==> src/vital_sign_packet_deframer_defines.svh <==
// assertion macros for the vital sign packet deframer
`ifndef VITAL_SIGN_PACKET_DEFRAMER_DEFINES_SVH
`define VITAL_SIGN_PACKET_DEFRAMER_DEFINES_SVH

// check an implication on every clock edge out of reset
`define VSD_ASSERT(label, prop, msg) \
	label: assert property (@(posedge clk) disable iff (!arst_n) prop) else $error(msg);

// check an implication on every clock edge, reset included
`define VSD_ASSERT_ALWAYS(label, prop, msg) \
	label: assert property (@(posedge clk) prop) else $error(msg);

`endif

==> src/vsd_pkg.sv <==
// types and constants shared by the vital sign packet deframer
package vsd_pkg;

	localparam int ECG_PAYLOAD_BYTES = 7;
	localparam int ECG_SAMPLE_BYTES = 6;
	localparam int IDX_W = 3;
	localparam int SUM_W = 18;
	localparam int VALUE_W = 16;
	localparam int DIV3_SHIFT = 18;
	localparam logic [17:0] DIV3_RECIP = 18'd87382;

	localparam logic [IDX_W-1:0] ECG_LAST_IDX = IDX_W'(ECG_PAYLOAD_BYTES - 1);
	localparam logic [IDX_W-1:0] ECG_STORE_LIMIT = IDX_W'(ECG_SAMPLE_BYTES);

	localparam logic [7:0] ID_ECG = 8'h08;
	localparam logic [7:0] ID_SPO2 = 8'h09;
	localparam logic [7:0] ID_BP = 8'h0a;

	typedef enum logic [1:0] {
		KIND_ECG = 2'd0,
		KIND_SPO2 = 2'd1,
		KIND_BP = 2'd2
	} kind_t;

	typedef enum logic [3:0] {
		ST_IDLE = 4'b0001,
		ST_HEAD = 4'b0010,
		ST_DATA = 4'b0100,
		ST_CSUM = 4'b1000
	} state_t;

	typedef struct packed {
		kind_t kind;
		logic [VALUE_W-1:0] value;
	} item_t;

	typedef struct packed {
		logic valid;
		item_t item;
	} res_t;

endpackage

==> src/vsd_div3.sv <==
// signed divide by three, truncating toward zero, by reciprocal multiply
module vsd_div3 import vsd_pkg::*; (
	input  logic signed [SUM_W-1:0]   sum,
	output logic signed [VALUE_W-1:0] avg
);

	localparam int ABS_W = SUM_W - 1;
	localparam int PROD_W = ABS_W + SUM_W;

	logic             neg;
	logic [ABS_W-1:0] abs_v;
	logic [PROD_W-1:0] prod;
	logic [VALUE_W-1:0] quo;

	always_comb begin
		neg = sum[SUM_W-1];
		abs_v = neg ? ABS_W'(-sum) : sum[ABS_W-1:0];
		prod = PROD_W'(abs_v) * PROD_W'(DIV3_RECIP);
		quo = prod[DIV3_SHIFT +: VALUE_W];
		avg = neg ? -quo : quo;
	end

endmodule

==> src/vsd_framer.sv <==
// framing state machine, payload store and checksum checks
module vsd_framer import vsd_pkg::*; (
	input  logic       clk,
	input  logic       arst_n,
	input  logic       step,
	input  logic [7:0] rx_byte,
	output res_t       res
);

	`include "vital_sign_packet_deframer_defines.svh"

	state_t           state_q, state_d, eff_state;
	kind_t            kind_q, kind_d;
	logic [7:0]       head_q, head_d;
	logic [IDX_W-1:0] idx_q, idx_d;
	logic             toggle_q, toggle_d;
	logic [7:0]       payload_q [ECG_SAMPLE_BYTES];
	logic signed [SUM_W-1:0] sum_q, sum_d;
	logic signed [VALUE_W-1:0] avg;

	logic             pay_we;
	logic [IDX_W-1:0] pay_idx;
	logic [7:0]       pay_d;
	logic             sum_we;
	logic             res_valid;
	kind_t            res_kind;
	logic [VALUE_W-1:0] res_value;
	logic signed [VALUE_W-1:0] s0, s1, s2;

	vsd_div3 u_div3 (
		.sum (sum_q),
		.avg (avg)
	);

	always_comb begin
		s0 = {payload_q[0], payload_q[1]};
		s1 = {payload_q[2], payload_q[3]};
		s2 = {payload_q[4], payload_q[5]};
		sum_d = SUM_W'(s0) + SUM_W'(s1) + SUM_W'(s2);
	end

	always_comb begin
		state_d = state_q;
		kind_d = kind_q;
		head_d = head_q;
		idx_d = idx_q;
		toggle_d = toggle_q;
		pay_we = 1'b0;
		pay_idx = idx_q;
		pay_d = {head_q[idx_q], rx_byte[6:0]};
		sum_we = 1'b0;
		res_valid = 1'b0;
		res_kind = kind_q;
		res_value = '0;
		// an identifier byte always drops the frame in progress
		eff_state = rx_byte[7] ? state_q : ST_IDLE;
		unique case (eff_state)
			ST_IDLE: begin
				state_d = ST_IDLE;
				case (rx_byte)
					ID_ECG, ID_SPO2, ID_BP: begin
						if (rx_byte == ID_ECG) begin
							kind_d = KIND_ECG;
						end else if (rx_byte == ID_SPO2) begin
							kind_d = KIND_SPO2;
						end else begin
							kind_d = KIND_BP;
						end
						head_d = '0;
						idx_d = '0;
						state_d = ST_HEAD;
					end
					default: begin
					end
				endcase
			end
			ST_HEAD: begin
				head_d = rx_byte;
				idx_d = '0;
				state_d = ST_DATA;
			end
			ST_DATA: begin
				if (kind_q == KIND_ECG) begin
					pay_we = idx_q < ECG_STORE_LIMIT;
					sum_we = idx_q == ECG_LAST_IDX;
					idx_d = idx_q + IDX_W'(1);
					if (idx_q == ECG_LAST_IDX) begin
						state_d = ST_CSUM;
					end
				end else begin
					pay_we = 1'b1;
					pay_idx = '0;
					pay_d = {head_q[0], rx_byte[6:0]};
					state_d = ST_CSUM;
				end
			end
			ST_CSUM: begin
				if (kind_q == KIND_ECG) begin
					if ({1'b0, rx_byte[6:0]} == sum_q[7:0]) begin
						res_valid = !toggle_q;
						res_kind = KIND_ECG;
						res_value = avg;
						toggle_d = !toggle_q;
					end
				end else if (rx_byte == payload_q[0]) begin
					res_valid = 1'b1;
					res_value = {8'h00, payload_q[0]};
				end
				state_d = ST_IDLE;
				idx_d = '0;
			end
			default: begin
				state_d = ST_IDLE;
			end
		endcase
	end

	always_ff @(posedge clk or negedge arst_n) begin
		if (!arst_n) begin
			state_q <= ST_IDLE;
			kind_q <= KIND_ECG;
			head_q <= '0;
			idx_q <= '0;
			toggle_q <= 1'b0;
		end else if (step) begin
			state_q <= state_d;
			kind_q <= kind_d;
			head_q <= head_d;
			idx_q <= idx_d;
			toggle_q <= toggle_d;
		end
	end

	always_ff @(posedge clk) begin
		for (int i = 0; i < ECG_SAMPLE_BYTES; i++) begin
			if (step && pay_we && pay_idx == IDX_W'(i)) begin
				payload_q[i] <= pay_d;
			end
		end
		if (step && sum_we) begin
			sum_q <= sum_d;
		end
	end

	assign res.valid = step && res_valid;
	assign res.item.kind = res_kind;
	assign res.item.value = res_value;

	`VSD_ASSERT(a_res_from_csum, res.valid |-> (state_q == ST_CSUM && rx_byte[7]), "result outside checksum byte")
	`VSD_ASSERT(a_csum_to_idle, (step && state_q == ST_CSUM && rx_byte[7]) |=> state_q == ST_IDLE, "checksum byte did not end the frame")

endmodule

==> src/vsd_outbuf.sv <==
// two-entry result queue driving the master stream
module vsd_outbuf import vsd_pkg::*; (
	input  logic               clk,
	input  logic               arst_n,
	input  res_t               res,
	output logic               full,
	output logic               tvalid,
	input  logic               tready,
	output logic [VALUE_W-1:0] tdata,
	output logic [1:0]         tuser
);

	`include "vital_sign_packet_deframer_defines.svh"

	logic [1:0] count_q;
	item_t      head_q;
	item_t      tail_q;
	logic       push;
	logic       pop;

	assign push = res.valid;
	assign pop = tvalid && tready;
	assign tvalid = count_q != 2'd0;
	assign full = count_q == 2'd2;
	assign tdata = head_q.value;
	assign tuser = head_q.kind;

	always_ff @(posedge clk or negedge arst_n) begin
		if (!arst_n) begin
			count_q <= 2'd0;
		end else begin
			count_q <= count_q + 2'(push) - 2'(pop);
		end
	end

	always_ff @(posedge clk) begin
		if (push && (count_q == 2'd0 || (count_q == 2'd1 && pop))) begin
			head_q <= res.item;
		end else if (pop && count_q == 2'd2) begin
			head_q <= tail_q;
		end
		if (push && count_q == 2'd1 && !pop) begin
			tail_q <= res.item;
		end
	end

	`VSD_ASSERT(a_no_overflow, push |-> !full, "result transfer into a full queue")

endmodule

==> src/vital_sign_packet_deframer.sv <==
// top level of the vital sign packet deframer
//
// s_axis carries one received byte per transfer. A byte with bit 7 clear is
// a packet identifier (ECG, SpO2 or blood pressure) and drops any partial
// frame. m_axis carries one result per valid frame: tuser is the kind, tdata
// the ECG three-sample average (every second valid ECG frame, the first one
// included) or the SpO2 / blood-pressure byte.
// Throughput: one byte per cycle, sustained while m_axis keeps up.
// The byte sits in an input register, the framer works on it there and any
// result goes into a two-entry output queue whose registered count drives
// m_axis_tvalid; the ECG sum is registered one byte ahead of the checksum
// byte, so the average is one multiply behind that register.
// Reset clears framing state, the decimation toggle and the queue; the
// first byte after reset is expected to be an identifier.
// When the receiver stalls, the queue fills; with both entries full the
// input register holds and s_axis_tready drops until a transfer drains.
module vital_sign_packet_deframer import vsd_pkg::*; (
	input  logic               clk,
	input  logic               arst_n,
	input  logic               s_axis_tvalid,
	output logic               s_axis_tready,
	input  logic [7:0]         s_axis_tdata,   // rx_byte[7:0]
	output logic               m_axis_tvalid,
	input  logic               m_axis_tready,
	output logic [VALUE_W-1:0] m_axis_tdata,   // result_value[15:0], signed
	output logic [1:0]         m_axis_tuser    // result_kind[1:0]
);

	`include "vital_sign_packet_deframer_defines.svh"

	logic       valid_s1;
	logic [7:0] byte_s1;
	logic       full;
	logic       advance;
	res_t       res;

	assign advance = valid_s1 && !full;
	assign s_axis_tready = !valid_s1 || !full;

	always_ff @(posedge clk or negedge arst_n) begin
		if (!arst_n) begin
			valid_s1 <= 1'b0;
		end else if (s_axis_tvalid && s_axis_tready) begin
			valid_s1 <= 1'b1;
		end else if (advance) begin
			valid_s1 <= 1'b0;
		end
	end

	always_ff @(posedge clk) begin
		if (s_axis_tvalid && s_axis_tready) begin
			byte_s1 <= s_axis_tdata;
		end
	end

	vsd_framer u_framer (
		.clk     (clk),
		.arst_n  (arst_n),
		.step    (advance),
		.rx_byte (byte_s1),
		.res     (res)
	);

	vsd_outbuf u_outbuf (
		.clk    (clk),
		.arst_n (arst_n),
		.res    (res),
		.full   (full),
		.tvalid (m_axis_tvalid),
		.tready (m_axis_tready),
		.tdata  (m_axis_tdata),
		.tuser  (m_axis_tuser)
	);

	`VSD_ASSERT(a_s1_hold, (valid_s1 && !advance) |=> (valid_s1 && $stable(byte_s1)), "stalled input byte lost")

endmodule

==> config.mk <==
export PLATFORM = sky130hd
export DESIGN_NAME = vital_sign_packet_deframer
export DESIGN_NICKNAME = d
export VERILOG_FILES = /design/src/vsd_pkg.sv /design/src/vsd_div3.sv /design/src/vsd_framer.sv /design/src/vsd_outbuf.sv /design/src/vital_sign_packet_deframer.sv
export VERILOG_INCLUDE_DIRS = /design/src /design/src/src
export SDC_FILE = /design/constraint.sdc
export NUM_CORES = 1
export LEC_CHECK = 0
export BUFFER_PORTS_ARGS = -buffer_cell sky130_fd_sc_hd__buf_4
export CELL_PAD_IN_SITES_DETAIL_PLACEMENT = 2
export CELL_PAD_IN_SITES_GLOBAL_PLACEMENT = 2
export CORE_AREA = 2 2 163 165
export DETAILED_ROUTE_END_ITERATION = 6
export DIE_AREA = 0 0 165 167
export PLACE_DENSITY_LB_ADDON = 0.1
export SYNTH_ARGS = -nofsm -noshare
export SYNTH_HDL_FRONTEND = slang
export SYNTH_SLANG_ARGS = --single-unit
==> constraint.sdc <==
create_clock -name clk -period 18.85 [get_ports clk]
set_input_delay 0 -clock clk [delete_from_list [all_inputs] [get_ports clk]]
set_output_delay 0 -clock clk [all_outputs]
set_load 0.05 [all_outputs]
== Word level (Yosys, flattened, before mapping) ==
Memories as Yosys holds them, arrays and structs flattened.
Index checks and enable logic that the tools add are counted.
Operators by class
  add/sub/neg operators: 7
  multipliers: 1
  $lt $le $gt $ge: 2
  equality and inequality tests: 20
  multiplexer cells: 66
  reductions and logical operators: 43
Operators by type and width (count)
  8-bit 2-to-1 mux: 9
  16-bit 2-to-1 mux: 4
  8-bit OR reduction: 5
  18-bit 2-to-1 mux: 2
  17-bit by 16-bit multiplier with 33-bit output, second input constant: 1
  1-bit 2-to-1 mux: 28
  3-bit 2-to-1 mux: 9
  8-bit by 4-bit == test with 1-bit output, second input constant: 3
  17-bit by 16-bit adder with 18-bit output: 1
  16-bit by 16-bit adder with 17-bit output: 1
  1-bit logical AND: 17
  17-bit 2-to-1 mux: 1
  17-bit negation: 1
  16-bit negation: 1
  8-bit case mux with 2 select lines: 1
  2-bit 2-to-1 mux: 6
  4-bit 2-to-1 mux: 3
  4-bit case mux with 3 select lines: 1
  3-bit == test, second input constant: 3
  3-bit case mux with 3 select lines: 1
  7-bit by 8-bit == test with 1-bit output: 1
  8-bit == test: 1
  4-bit AND reduction: 2
  2-bit nonzero test: 4
  26 further kinds: 33
Word-level totals
  register bits after elaboration: 83
  memory bits (writable): 48
  logic and storage cells: 153
  memories: 1
Memories
  u_framer.payload_q: depth 6, width 8, read ports 6, clocked after memory_dff 0, write ports 1, RTL line vsd_framer.sv:17  | logic [7:0] payload_q [ECG_SAMPLE_BYTES];

== Longest topological paths before layout ==
  depth in word-level cells: 13
  depth in mapped cells: 30
  gate-level depth less buffers: 29

== Hierarchy ==
Synthesis repeated with hierarchy kept, for this count alone.
Second synthesis, totals
  cell total of the unflattened synthesis: 1155
  area, all modules: 12281.8 um^2
Modules (own cells, without submodules)
  vsd_div3: times used 1, cells an instance 711, area each 5969.5 um^2, sequential area each 0.0 um^2
  vsd_framer: times used 1, cells an instance 359, area each 4518.1 um^2, sequential area each 2433.6 um^2
  vsd_outbuf: times used 1, cells an instance 72, area each 1502.7 um^2, sequential area each 1131.1 um^2
  vital_sign_packet_deframer: times used 1, cells an instance 13, area each 291.5 um^2, sequential area each 265.3 um^2

== Worst setup path after synthesis ==
OpenSTA, ideal clock, no wires.
  path type: register -> register
  from: reg u_framer.sum_q[5]
  to: reg u_outbuf.head_q (netlist bit u_outbuf.tdata[13]) (data pin)
  arrival time: 7.687 ns
  data required time: 18.590 ns
  slack: 10.903 ns
  stages on the path, launching flop included: 29
  path buffers: 1
  path through: edfxtp_1 -> or4_1 -> nor4_1 -> nand3_1 -> nor3_1 -> nor2_1 -> xor2_1 -> ha_1 -> ha_1 -> inv_1 -> fa_1 -> inv_1 -> fa_1 -> fa_1 -> inv_1 -> fa_1 -> inv_1 -> ha_1 -> clkbuf_1 -> a211oi_1 -> nor2_1 -> a41o_1 -> a2111oi_0 -> nor3_1 -> nor4b_1 -> nand4_1 -> o41ai_1 -> xor2_1 -> o21ai_0
Between the ends
  word-level cells in the longest chain between the ends: 9
RTL lines
  from (decl): RTL line vsd_framer.sv:18  | logic signed [SUM_W-1:0] sum_q, sum_d;
  from (signal assigned): RTL line vsd_framer.sv:141  | sum_q <= sum_d;
  17-bit negation: RTL line vsd_div3.sv:17  | abs_v = neg ? ABS_W'(-sum) : sum[ABS_W-1:0];
  17-bit 2-to-1 mux: RTL line vsd_div3.sv:17
  17-bit by 16-bit multiplier with 33-bit output: RTL line vsd_div3.sv:18  | prod = PROD_W'(abs_v) * PROD_W'(DIV3_RECIP);
  16-bit negation: RTL line vsd_div3.sv:20  | avg = neg ? -quo : quo;
  16-bit 2-to-1 mux: RTL line vsd_div3.sv:20
  16-bit 2-to-1 mux: RTL line vsd_framer.sv:99  | if ({1'b0, rx_byte[6:0]} == sum_q[7:0]) begin
  16-bit 2-to-1 mux: RTL line vsd_framer.sv:98  | if (kind_q == KIND_ECG) begin
  16-bit 2-to-1 mux: RTL line vsd_framer.sv:57  | unique case (eff_state)
  18-bit 2-to-1 mux *: RTL line vsd_outbuf.sv:37  | if (push && (count_q == 2'd0 || (count_q == 2'd1 && pop))) begin
  to (signal assigned): RTL line vsd_outbuf.sv:38  | head_q <= res.item;
  to (signal assigned): RTL line vsd_outbuf.sv:40  | head_q <= tail_q;
  to (decl): RTL line vsd_outbuf.sv:16  | item_t head_q;
Mark *: on every way between the ends. The rest lies on a longest branch, timed or not.
A chain may end at the register's enable or synchronous reset.

==> metrics.txt <==
cells after synthesis 1126; Die Footprint 0.0276 sq mm; critical path peak fanout 9; number of I/O pins 32; fin crit share 50.4%; Max Clock Freq 105 MHz; Seq/Total Area, Yosys 32.1%; CTS sink cnt 131; area share of the largest cell type after synthesis 27.7%; skew final 0.0117 ns; Crit path largest cell delay 0.69 ns; Horiz. Die Dim 165 microns; # rows 59; setup tns final 0 ns; post-route minimum period 9.50 ns; Max-slew headroom 16.6%; leakage 0.00590 uW; slew at the pin closest to its max-slew limit 1.24 ns; setup violators final 0; layout cell share with drive strength beyond 1 8.87%; power per standard cell area 60.6 mW/mm^2; outcome completed; RSZ-0062 raised after global routing false; slowest CP cell xor2_1; Clock power frac 42.7%; Synth async-reset ratio 16.0%; Max IR drop VDD 0.0730 mV; Reg power frac 44.7%; crit start category flop; Met1 Wirelength 15300 microns; Synth Cell Area 0.0119 sq mm; Post-synth EDFFs 110; P_sw 240 uW; Clock transition at path regs 0.07 ns; vias in the first global route 10.2k; total power 803 uW; Clk Latency, worst-skew pair 0.43 ns; CP endpoint kind flop; Total Routed Length 38000 microns; Final Max Slew Viols 0; DR WL/cell 25.0 microns; CTS buffer count 17; TritonCTS clock tree done; Residual DRC 0; 1st-iter DRT viols 431; Int Power 563 uW; largest net degree at the start of global routing 29; core box area 0.0258 sq mm; First-pass DRT Iterations 5; H-tree depth 4; clk root buf clkbuf_16; CP Class flop to flop; met3 wire length 960 microns; data required time of the worst path 19.03 ns; vias 8757; syn avg cell area 10.6 sq um; Primary FF master, synth edfxtp_1; grt ovf 0; GRT Total Usage 29.1%; vias per cell 5.76; clk buf depth 2; Yosys warning count 0; max_cap viols 0; HPWL Detailed 29400 microns; HP Class input pin to asynchronous set/reset pin; critical path data arrival time 9.68 ns; initial antenna violation count 0; initial cell density of the core 46.2%; die height 167 microns; Final ANT Viol Nets 0; combinational share of power 12.6%; syn_nets 1381; fin nets 1426; antenna cells 0; largest cells by area after synthesis edfxtp_1 (28%), fa_1 (16%), ha_1 (16%); first-pass GRT wire length 59700 microns; gpl congestion 0.844; Met2 Wirelength 20100 microns; Sw Share 29.9%; highest metal used met4; final hold viol count 0; Area Growth Syn to Fin 11.2%; Synth area leader edfxtp_1; Setup Buffers After CTS 0; Yosys reg bits 131; synth unique cells 67; IO Port Bufs 31
[cell usage in the layout (no fill, tap or decap), types with 32 or more instances in the layout]
cell type  Yosys  layout
a21oi_1       36      36
buf_4          0      37
xor2_1        32      32
o21ai_0       36      36
nor2_1        60      60
ha_1         149     149
edfxtp_1     110     110
xnor2_1       63      63
nand2_1       60      60
fa_1          94      94
inv_1        199     199
[Yosys cell counts, types with 6 or more instances]
cell type,n
or3_1,8
a21boi_0,7
o21a_1,9
a31oi_1,7
a21oi_1,36
nand4_1,9
o21ai_0,36
xor2_1,32
nand3_1,20
ha_1,149
edfxtp_1,110
nand2b_1,11
xnor2_1,63
clkbuf_1,20
o21bai_1,6
a21o_1,10
o31ai_1,10
fa_1,94
mux2_2,13
nor3_1,24
nand2_1,60
a22o_1,11
and2_1,6
dfrtp_1,20
nor2_1,60
inv_1,199
[kinds of logic after synthesis]
kind of cell | Yosys count | synth area share [%]
XOR/XNOR | 95 | 6.98
buffers and inverters | 222 | 7.07
flip-flops | 131 | 32.2
AO/OA/AOI/OAI | 181 | 10.7
AND/OR/NAND/NOR | 236 | 9.73
multiplexers | 18 | 1.96
adder cells (fa/ha/maj) | 243 | 31.4
[final timing paths]
path | start | end | slack [ns] | cells after the start
worst min-delay path | arst_n | u_framer.state_q[0] | 0.06 | 2
worst max register to register | u_framer.sum_q[5] | u_outbuf.tdata[10] | 9.35 | 28
max in group asynchronous | arst_n | u_framer.head_q[0] | 17.39 | 3
min in group clk | m_axis_tready | u_outbuf.tail_q[16] | 0.15 | 3
worst max-delay path | u_framer.sum_q[5] | u_outbuf.tdata[10] | 9.35 | 28
worst min register to register | u_framer.head_q[2] | u_framer.head_q[2] | 0.51 | 1
[through the flow]
step / std cells / cell area (sq um) / utilization, % / setup slack (ns) / hold WS, ns
after floorplan: 1126 / 11900 / - / 10.90 / -0.296
after global placement: 1476 / 12500 / 48.6 / 9.58 / -0.0994
after detailed placement: 1476 / 12500 / 48.6 / 9.44 / -0.0978
after CTS: 1519 / 13200 / 51.4 / 9.31 / 0.0507
after global routing: 1519 / 13300 / 51.4 / 8.71 / 0.0593
final: 1519 / 13300 / 51.4 / 9.35 / 0.0617
[registers in the layout (all words and copies together) (netlist names)]
signal	count
u_framer.idx_q	3
u_outbuf.count_q	2
u_outbuf.tail_q	18
u_framer.state_q	4
byte_s1	8
u_framer.sum_q	18
u_framer.head_q	8
u_outbuf.tuser	2
u_framer.payload_q	48
valid_s1	1
u_framer.kind_q	2
u_outbuf.tdata	16
u_framer.toggle_q	1
[layer usage]
metal | track usage (%) | vias up
met5 | 0 | -
met4 | 12.8 | 0
met3 | 3.54 | 80
met2 | 52.8 | 159
met1 | 34.0 | 4556
li1 | - | 3962
[power by group through the flow]
stage,sequential [uW],clock [uW],combinational (uW)
after global placement,362,0,93.9
after floorplan,370,0,47.3
final,359,342,101
after global routing,360,356,109
after detailed placement,363,0,97.4
after CTS,358,347,101
[final cells by class]
type / count / area [sq um]
fillers: 2576 / 12500
well taps: 335 / 419
clock buffers: 17 / 425
multi-input cells: 773 / 7270
inverters: 200 / 751
repair buffers: 48 / 388
flip-flops and latches: 131 / 3830
clock inverters: 15 / 174
[repair_timing]
item | 4_1_cts | 5_1_grt
hold endpoints to repair | 30 | 0
gates resized for setup | 0 | 0
setup endpoints to repair | 0 | 0
hold buffers | 11 | 0
[critical path, delay by kind of cell (launching register included)]
family                     cells  cell delay (ns)
DFF                            1             0.48
adders and majority gates      7             3.26
xor gates and xnor gates       2             1.02
and+or+nand+nor               12             3.32
muxes                          1             0.31
AOI/OAI and AO/OA              2             0.63
buffers and inverters          4             0.22
Power figures use the tool's default switching activity.
